### src/sv/command_line_assembler_queue_unit_macros.svh
// Assertion macros for the command line assembler queue.
// Used by command_line_assembler_queue_unit; depends on nothing else.
`ifndef COMMAND_LINE_ASSEMBLER_QUEUE_UNIT_MACROS_SVH
`define COMMAND_LINE_ASSEMBLER_QUEUE_UNIT_MACROS_SVH

// Same-cycle implication, checked outside reset.
`define CLQ_ASSERT_NOW(lbl, clk, rst, ante, cons, msg) \
   lbl: assert property (@(posedge clk) disable iff (rst) (ante) |-> (cons)) else $error(msg);

// Next-cycle implication, checked outside reset.
`define CLQ_ASSERT_NEXT(lbl, clk, rst, ante, cons, msg) \
   lbl: assert property (@(posedge clk) disable iff (rst) (ante) |=> (cons)) else $error(msg);

`endif

### src/sv/clq_pkg.sv
// Shared types, constants and helpers for the command line assembler queue.
// Used by command_line_assembler_queue_unit; depends on nothing.
package clq_pkg;

   localparam int LINE_MAX   = 64;
   localparam int LINE_CHARS = LINE_MAX - 1;
   localparam int SLOTS      = 8;
   localparam int SLOT_W     = $clog2(SLOTS);
   localparam int POS_W      = $clog2(LINE_MAX);
   localparam int LEN_W      = POS_W;
   localparam int ADDR_W     = SLOT_W + POS_W;
   localparam int MEM_DEPTH  = SLOTS * LINE_MAX;
   localparam int CHAR_W     = 7;
   localparam int BYTE_W     = 8;
   localparam int CAP_W      = 7;
   localparam int CAP_MAX    = 64;

   localparam logic [CAP_W-1:0]  CAP_RESET = CAP_W'(CAP_MAX);
   localparam logic [BYTE_W-1:0] BYTE_LF   = 8'd10;
   localparam logic [BYTE_W-1:0] BYTE_CR   = 8'd13;
   localparam logic [BYTE_W-1:0] PRINT_LO  = 8'd32;
   localparam logic [BYTE_W-1:0] PRINT_HI  = 8'd126;

   localparam logic OP_PUSH = 1'b0;
   localparam logic OP_TAKE = 1'b1;

   typedef enum logic [1:0] {
      ST_IDLE,
      ST_SINGLE,
      ST_STREAM
   } state_type;

   typedef struct packed {
      logic              operation;
      logic [BYTE_W-1:0] data_byte;
   } req_type;

   typedef struct packed {
      logic              found;
      logic              has_char;
      logic [CHAR_W-1:0] character;
      logic              last;
   } rsp_type;

   function automatic logic [LEN_W-1:0] cap_limit(input logic [CAP_W-1:0] cap);
      logic [LEN_W-1:0] lim;
      if (cap == '0) begin
         lim = '0;
      end else if (cap > CAP_W'(CAP_MAX)) begin
         lim = LEN_W'(CAP_MAX - 1);
      end else begin
         lim = LEN_W'(cap - 1'b1);
      end
      return lim;
   endfunction

   function automatic logic [SLOT_W-1:0] slot_next(input logic [SLOT_W-1:0] idx);
      logic [SLOT_W-1:0] nxt;
      if (idx == SLOT_W'(SLOTS - 1)) begin
         nxt = '0;
      end else begin
         nxt = idx + 1'b1;
      end
      return nxt;
   endfunction

endpackage

### src/sv/clq_ram.sv
// Generic single-port-write, single-port-read synchronous RAM, registered read.
// Used by command_line_assembler_queue_unit for the slot characters; no dependencies.
module clq_ram #(
   parameter int DEPTH = 512,
   parameter int WIDTH = 7
) (
   input  logic                     clock,
   input  logic                     wr_en,
   input  logic [$clog2(DEPTH)-1:0] wr_addr,
   input  logic [WIDTH-1:0]         wr_data,
   input  logic                     rd_en,
   input  logic [$clog2(DEPTH)-1:0] rd_addr,
   output logic [WIDTH-1:0]         rd_data
);

   logic [WIDTH-1:0] mem [DEPTH];
   logic [WIDTH-1:0] rd_data_ff;

   always_ff @(posedge clock) begin
      if (wr_en) begin
         mem[wr_addr] <= wr_data;
      end
      if (rd_en) begin
         rd_data_ff <= mem[rd_addr];
      end
   end

   assign rd_data = rd_data_ff;

endmodule

### src/sv/command_line_assembler_queue_unit.sv
// Top level of the command line assembler queue: line assembly, slot ring, take streaming.
// Depends on clq_pkg, clq_ram and command_line_assembler_queue_unit_macros.svh.
//
//   channel  direction  handshake       payload
//   req_     in         valid / stall   req_type: operation, data_byte
//   rsp_     out        valid / stall   rsp_type: found, has_char, character, last
//   csr_     in         valid / ready   out_capacity, 7 bits
//
// Pushes are accepted back to back while no take is in progress.
// A take holds req_stall until its last response loads; its characters come one per cycle,
// unless rsp_stall holds, through the single read port of the character RAM.
// Lines assemble in place in the slot at write_index, so finishing a line copies nothing.
// Synchronous reset clears indices, line length and state, sets capacity to 64; RAM needs no clearing.
// rsp_stall holds the output register and pauses RAM reads; no result is lost.
`include "command_line_assembler_queue_unit_macros.svh"

module command_line_assembler_queue_unit
   import clq_pkg::*;
(
   input  logic             clock,
   input  logic             reset,
   input  logic             req_valid,
   output logic             req_stall,
   input  req_type          req_data,
   output logic             rsp_valid,
   input  logic             rsp_stall,
   output rsp_type          rsp_data,
   input  logic             csr_valid,
   output logic             csr_ready,
   input  logic [CAP_W-1:0] csr_data
);

   state_type         state_ff, state_in;
   logic [CAP_W-1:0]  cap_ff, cap_in;
   logic [LEN_W-1:0]  line_len_ff, line_len_in;
   logic [SLOT_W-1:0] wr_idx_ff, wr_idx_in;
   logic [SLOT_W-1:0] rd_idx_ff, rd_idx_in;
   logic [LEN_W-1:0]  slot_len_ff [SLOTS];
   logic [SLOT_W-1:0] take_slot_ff, take_slot_in;
   logic              found_ff, found_in;
   logic [LEN_W-1:0]  n_ff, n_in;
   logic [LEN_W-1:0]  pos_ff, pos_in;
   logic              rd_pend_ff, rd_pend_in;
   logic              rd_last_ff, rd_last_in;
   logic              rsp_valid_ff, rsp_valid_in;
   rsp_type           rsp_ff, rsp_in;

   logic              accept, push, take;
   logic              is_eol, is_print, has_room;
   logic              enqueue, ring_busy;
   logic [SLOT_W-1:0] wr_next;
   logic [LEN_W-1:0]  take_len, take_lim, take_n;
   logic              rsp_free, load_single, load_stream, issue;
   logic              mem_wr_en;
   logic [ADDR_W-1:0] mem_wr_addr, mem_rd_addr;
   logic [CHAR_W-1:0] mem_q;

   assign accept    = req_valid && !req_stall;
   assign push      = accept && (req_data.operation == OP_PUSH);
   assign take      = accept && (req_data.operation == OP_TAKE);
   assign is_eol    = (req_data.data_byte == BYTE_LF) || (req_data.data_byte == BYTE_CR);
   assign is_print  = (req_data.data_byte >= PRINT_LO) && (req_data.data_byte <= PRINT_HI);
   assign has_room  = line_len_ff < LEN_W'(LINE_CHARS);
   assign wr_next   = slot_next(wr_idx_ff);
   assign enqueue   = push && is_eol && (line_len_ff != '0) && (wr_next != rd_idx_ff);
   assign ring_busy = rd_idx_ff != wr_idx_ff;
   assign take_len  = slot_len_ff[rd_idx_ff];
   assign take_lim  = cap_limit(cap_ff);
   assign take_n    = (take_len < take_lim) ? take_len : take_lim;

   assign mem_wr_en   = push && is_print && has_room;
   assign mem_wr_addr = {wr_idx_ff, line_len_ff};
   assign mem_rd_addr = {take_slot_ff, pos_ff};

   clq_ram #(
      .DEPTH (MEM_DEPTH),
      .WIDTH (CHAR_W)
   ) u_chars (
      .clock   (clock),
      .wr_en   (mem_wr_en),
      .wr_addr (mem_wr_addr),
      .wr_data (req_data.data_byte[CHAR_W-1:0]),
      .rd_en   (issue),
      .rd_addr (mem_rd_addr),
      .rd_data (mem_q)
   );

   always_comb begin
      state_in = state_ff;
      unique case (state_ff)
         ST_IDLE: begin
            if (take) begin
               state_in = (ring_busy && (take_n != '0)) ? ST_STREAM : ST_SINGLE;
            end
         end
         ST_SINGLE: begin
            if (load_single) begin
               state_in = ST_IDLE;
            end
         end
         ST_STREAM: begin
            if (load_stream && rd_last_ff) begin
               state_in = ST_IDLE;
            end
         end
         default: state_in = ST_IDLE;
      endcase
   end

   always_comb begin
      rsp_free    = !rsp_valid_ff || !rsp_stall;
      req_stall   = 1'b1;
      load_single = 1'b0;
      load_stream = 1'b0;
      issue       = 1'b0;
      unique case (state_ff)
         ST_IDLE: begin
            req_stall = 1'b0;
         end
         ST_SINGLE: begin
            load_single = rsp_free;
         end
         ST_STREAM: begin
            load_stream = rd_pend_ff && rsp_free;
            issue       = (pos_ff != n_ff) && (!rd_pend_ff || load_stream);
         end
         default: req_stall = 1'b1;
      endcase
   end

   always_comb begin
      cap_in       = (csr_valid && csr_ready) ? csr_data : cap_ff;
      line_len_in  = line_len_ff;
      wr_idx_in    = enqueue ? wr_next : wr_idx_ff;
      rd_idx_in    = (take && ring_busy) ? slot_next(rd_idx_ff) : rd_idx_ff;
      take_slot_in = take ? rd_idx_ff : take_slot_ff;
      found_in     = take ? ring_busy : found_ff;
      n_in         = take ? take_n : n_ff;
      pos_in       = take ? '0 : (issue ? pos_ff + 1'b1 : pos_ff);
      rd_pend_in   = issue || (rd_pend_ff && !load_stream);
      rd_last_in   = issue ? (LEN_W'(pos_ff + 1'b1) == n_ff) : rd_last_ff;
      if (push && is_eol) begin
         line_len_in = '0;
      end else if (mem_wr_en) begin
         line_len_in = line_len_ff + 1'b1;
      end
      rsp_in       = rsp_ff;
      rsp_valid_in = rsp_valid_ff && rsp_stall;
      if (load_single) begin
         rsp_in       = '{found: found_ff, has_char: 1'b0, character: '0, last: 1'b1};
         rsp_valid_in = 1'b1;
      end else if (load_stream) begin
         rsp_in       = '{found: 1'b1, has_char: 1'b1, character: mem_q, last: rd_last_ff};
         rsp_valid_in = 1'b1;
      end
   end

   always_ff @(posedge clock) begin
      if (reset) begin
         state_ff     <= ST_IDLE;
         cap_ff       <= CAP_RESET;
         line_len_ff  <= '0;
         wr_idx_ff    <= '0;
         rd_idx_ff    <= '0;
         rd_pend_ff   <= 1'b0;
         rsp_valid_ff <= 1'b0;
      end else begin
         state_ff     <= state_in;
         cap_ff       <= cap_in;
         line_len_ff  <= line_len_in;
         wr_idx_ff    <= wr_idx_in;
         rd_idx_ff    <= rd_idx_in;
         rd_pend_ff   <= rd_pend_in;
         rsp_valid_ff <= rsp_valid_in;
      end
   end

   always_ff @(posedge clock) begin
      take_slot_ff <= take_slot_in;
      found_ff     <= found_in;
      n_ff         <= n_in;
      pos_ff       <= pos_in;
      rd_last_ff   <= rd_last_in;
      rsp_ff       <= rsp_in;
      if (enqueue) begin
         slot_len_ff[wr_idx_ff] <= line_len_ff;
      end
   end

   assign csr_ready = 1'b1;
   assign rsp_valid = rsp_valid_ff;
   assign rsp_data  = rsp_ff;

   `CLQ_ASSERT_NOW(a_no_rw_overlap, clock, reset, mem_wr_en, !issue, "character RAM written during a take")
   `CLQ_ASSERT_NOW(a_issue_in_range, clock, reset, issue, pos_ff < n_ff, "read issued past line end")
   `CLQ_ASSERT_NEXT(a_pend_held, clock, reset, rd_pend_ff && !load_stream, rd_pend_ff, "pending read data dropped")
   `CLQ_ASSERT_NEXT(a_take_frees, clock, reset, take && ring_busy, rd_idx_ff != $past(rd_idx_ff), "take did not free its slot")

endmodule
### config.mk
export PLATFORM = sky130hd
export DESIGN_NAME = command_line_assembler_queue_unit
export DESIGN_NICKNAME = d
export VERILOG_FILES = /design/src/sv/clq_pkg.sv /design/src/sv/clq_ram.sv /design/src/sv/command_line_assembler_queue_unit.sv
export VERILOG_INCLUDE_DIRS = /design/src /design/src/sv
export SDC_FILE = /design/constraint.sdc
export NUM_CORES = 2
export LEC_CHECK = 0
export ABC_AREA = 1
export BUFFER_PORTS_ARGS = -buffer_cell sky130_fd_sc_hd__buf_2
export CAP_MARGIN = 20
export CORE_MARGIN = 4
export CORE_UTILIZATION = 45
export DETAILED_ROUTE_END_ITERATION = 7
export HOLD_SLACK_MARGIN = 0.15
export SETUP_SLACK_MARGIN = 0.4
export SYNTH_ARGS = -nofsm -noshare
export SYNTH_HDL_FRONTEND = slang
export SYNTH_SLANG_ARGS = --single-unit
### constraint.sdc
create_clock -name clock -period 7.2 [get_ports clock]
set_input_delay 0.36 -clock clock [delete_from_list [all_inputs] [get_ports clock]]
set_output_delay 0.36 -clock clock [all_outputs]
set_load 0.005 [all_outputs]
==> reports/qor.txt <==
std cell rows - 210
Reg clk slew, reported paths - 0.06 ns
WHS Path Cells - 7
placed cells - 15600
die height - 581 um
Worst-Margin Slew - 1.15 ns
VDD IR max - 0.229 mV
CP max stage delay - 0.85 ns
final period utilization - 67.7%
Slew HR - 23.1%
final core occ - 50.2%
Post-Syn Area - 148000 um2
Routed Antenna Nets - 0
CTS Sinks - 3692
async set-or-reset flop fraction in the synthesized netlist - 0%
die footprint - 337000 um2
Synth-to-Final Area Change - 11.1%
Via-to-Cell Ratio - 5.98
vias in the first global route - 94300
CP endpoint - u_chars.rd_data[4]
vias - 97600
R2R Path End - u_chars.rd_data[4]
Initial Util - 45.2%
Final Non-Filler Cells - 16300
post-DP HPWL - 242 mm
total iterations of the first detailed-routing run - 8
max-cap violations - 0
Slew Viols, Final - 0
launch point of the critical path - pos_ff[0]
GR Util All Layers - 24.6%
core area - 327000 um2
critical-path cell list - inv_16 > buf_12 > o21ai_0 > o22ai_1 > nand2_1 > nand3_1 > nand3_1 > nand3_1 > nand3_1 > nand3_1 > nand3_1 > nand2_1
Final Hold Slack - 0.315 ns
cells on worst reg2reg path - 12
Final min period - 4.87 ns
global route overflow - 0
Post-Route Skew - 0.0587 ns
root buffer cell - clkbuf_16
Worst-Skew Late Latency - 0.91 ns
drc violations - 0
CP dominant cell by count - nand3_1
worst-path maximum fanout - 199
pre-CTS setup slack - 2.44 ns
setup TNS - 0 ns
maximum buffer depth of the clock tree - 4
placer congestion estimate - 0.869
initial antenna violation count - 12
first-pass GRT wire length - 629 mm
Die Wd - 581 um
RSZ-0062 raised after global routing - no
hold-fix buffers at CTS - 35
Post-Syn Area per Cell - 12.4 um2
pin count of the biggest net entering global routing - 200
Boundary Pins - 34
Worst Path Arrival - 5.53 ns
Worst Path Required - 7.85 ns
CP endpoint kind - register
post-CTS setup repair buffer count - 0
leakage power - 53.7 nW
PostCTS Resize Cnt - 0
drt initial violations - 12500
Hold WC Path Type - in -> reg
Worst R2R Setup Slack - 2.33 ns
sequential element share of the synthesized area - 74.8%
WL/cell - 26.3 um
crit start category - register
Final nets - 11700
reg2reg start - pos_ff[0]
pwr dens - 266 nW/um2
CTS tree - done
share of cells above drive strength 1 - 6.42%
critical setup path kind - reg -> reg
CP max-delay cell - dfxtp_4
Peak Freq - 205 MHz
cts bufs inserted - 373
Final WS setup - 2.33 ns
Syn Inst Count - 11900
status - complete, no violations
Cell variety after synth - 40
H-tree lvl count - 5
port bufs - 32
total routed wirelength - 430 mm
Seq cells post-synth - 3692
Setup-failing EPs final - 0
number of enable flip-flop cells after synthesis - 3651
Fin. Hold Viols - 0
YS warnings - 0
dominant synthesized flop cell - edfxtp_1
-- worst min-delay path by stage --
stage / startpoint / end / slack [ns]
2_1_floorplan: reset / rd_pend_ff / 0.43
4_1_cts: csr_valid / cap_ff[6] / 0.20
5_1_grt: csr_valid / cap_ff[6] / 0.32
3_3_place_gp: rsp_data[8] / rsp_data[8] / 0.46
3_5_place_dp: rsp_data[8] / rsp_data[8] / 0.46
6_report: req_valid / line_len_ff[0] / 0.32
-- critical path, delay by kind of cell (launching register included) --
kind / cells / cell delay [ns]
AO/OA/AOI/OAI: 2 / 0.59
buffers and inverters: 2 / 0.84
flip-flops: 1 / 0.85
AND/OR/NAND/NOR: 8 / 1.79
-- state kept, by name, summed over array words and instances (netlist names), 3 cells and up, named ones only --
register and flops:
n_ff 6, cap_ff 7, u_chars.mem 3584, slot_len_ff 48
pos_ff 6, u_chars.rd_data 7, rd_idx_ff 3, wr_idx_ff 3
line_len_ff 6, rsp_data 10, take_slot_ff 3
-- stage by stage --
stage          area, um2  total power [W]
4_1_cts           164000           0.0439
6_report          164000           0.0437
2_1_floorplan     148000           0.0243
5_1_grt           164000           0.0448
3_5_place_dp      152000           0.0248
3_3_place_gp      151000           0.0248
-- power breakdown --
part | switching, W | leakage, nW | total, W | internal [W]
logic | 0.000621 | 14.6 | 0.000734 | 0.000113
registers | 0.0000164 | 33.2 | 0.0237 | 0.0236
clock network | 0.00818 | 5.88 | 0.0193 | 0.0111
total | 0.00882 | 53.7 | 0.0437 | 0.0348
-- layout make-up --
type	count	area (um2)
repair buffers	229	2320
inverters	138	559
fillers	27900	163000
diodes	5	12.5
flip-flops and latches	3692	110000
clock inverters	238	2310
multi-input cells	7218	33300
clock buffers	440	9700
well taps	4346	5440
-- synth_stat cells (all sizes together) (3+ instances only) --
library cell | count | area share (%)
a31oi | 8 | 0.034
nor2 | 2229 | 5.7
clkinv | 3 | 0.0076
ha | 16 | 0.14
o22ai | 828 | 3.5
xnor2 | 8 | 0.047
xor2 | 8 | 0.047
nor4 | 3 | 0.013
dfxtp | 41 | 0.56
nand3 | 1051 | 3.6
a21oi | 95 | 0.32
buf | 323 | 1.1
nor3 | 10 | 0.041
inv | 135 | 0.34
edfxtp | 3651 | 74
clkbuf | 560 | 1.4
o21ai | 1766 | 6.0
nand2 | 1123 | 2.9
-- cell usage in the layout, fill, tap and decap left out, types with 84 or more instances in the layout --
master	netlist	routed
clkinv_1	3	84
buf_4	24	114
a21oi_1	95	95
inv_1	130	128
o22ai_1	828	828
edfxtp_1	3651	3651
nor2_1	2229	2226
o21ai_0	1739	1739
clkbuf_16	0	377
nand3_1	1051	1051
nand2_1	1121	1105
-- per-layer routing --
metal | share of wire [%] | wire (um) | global-route usage [%] | up-vias
li1 | - | - | - | 43000
met1 | 41 | 174000 | 34.7 | 48800
met2 | 46 | 199000 | 38.9 | 4939
met3 | 9.4 | 40600 | 4.27 | 828
met4 | 3.7 | 15900 | 8.30 | 8
met5 | 0.011 | 48 | 0 | -
-- cells by family (layout without fill, tap and decap cells) --
logic type | after synthesis | after routing | share of synthesized area, %
fa+ha+maj | 16 | 16 | 0.136
xor+xnor | 16 | 16 | 0.0949
flops | 3692 | 3692 | 74.8
simple gates | 4423 | 4423 | 12.2
other cells | 2 | 62 | 0.00508
compound gates | 2706 | 2706 | 9.90
buf+inv | 1021 | 1045 | 2.92
Note: power is estimated with default switching activity, not from simulation.
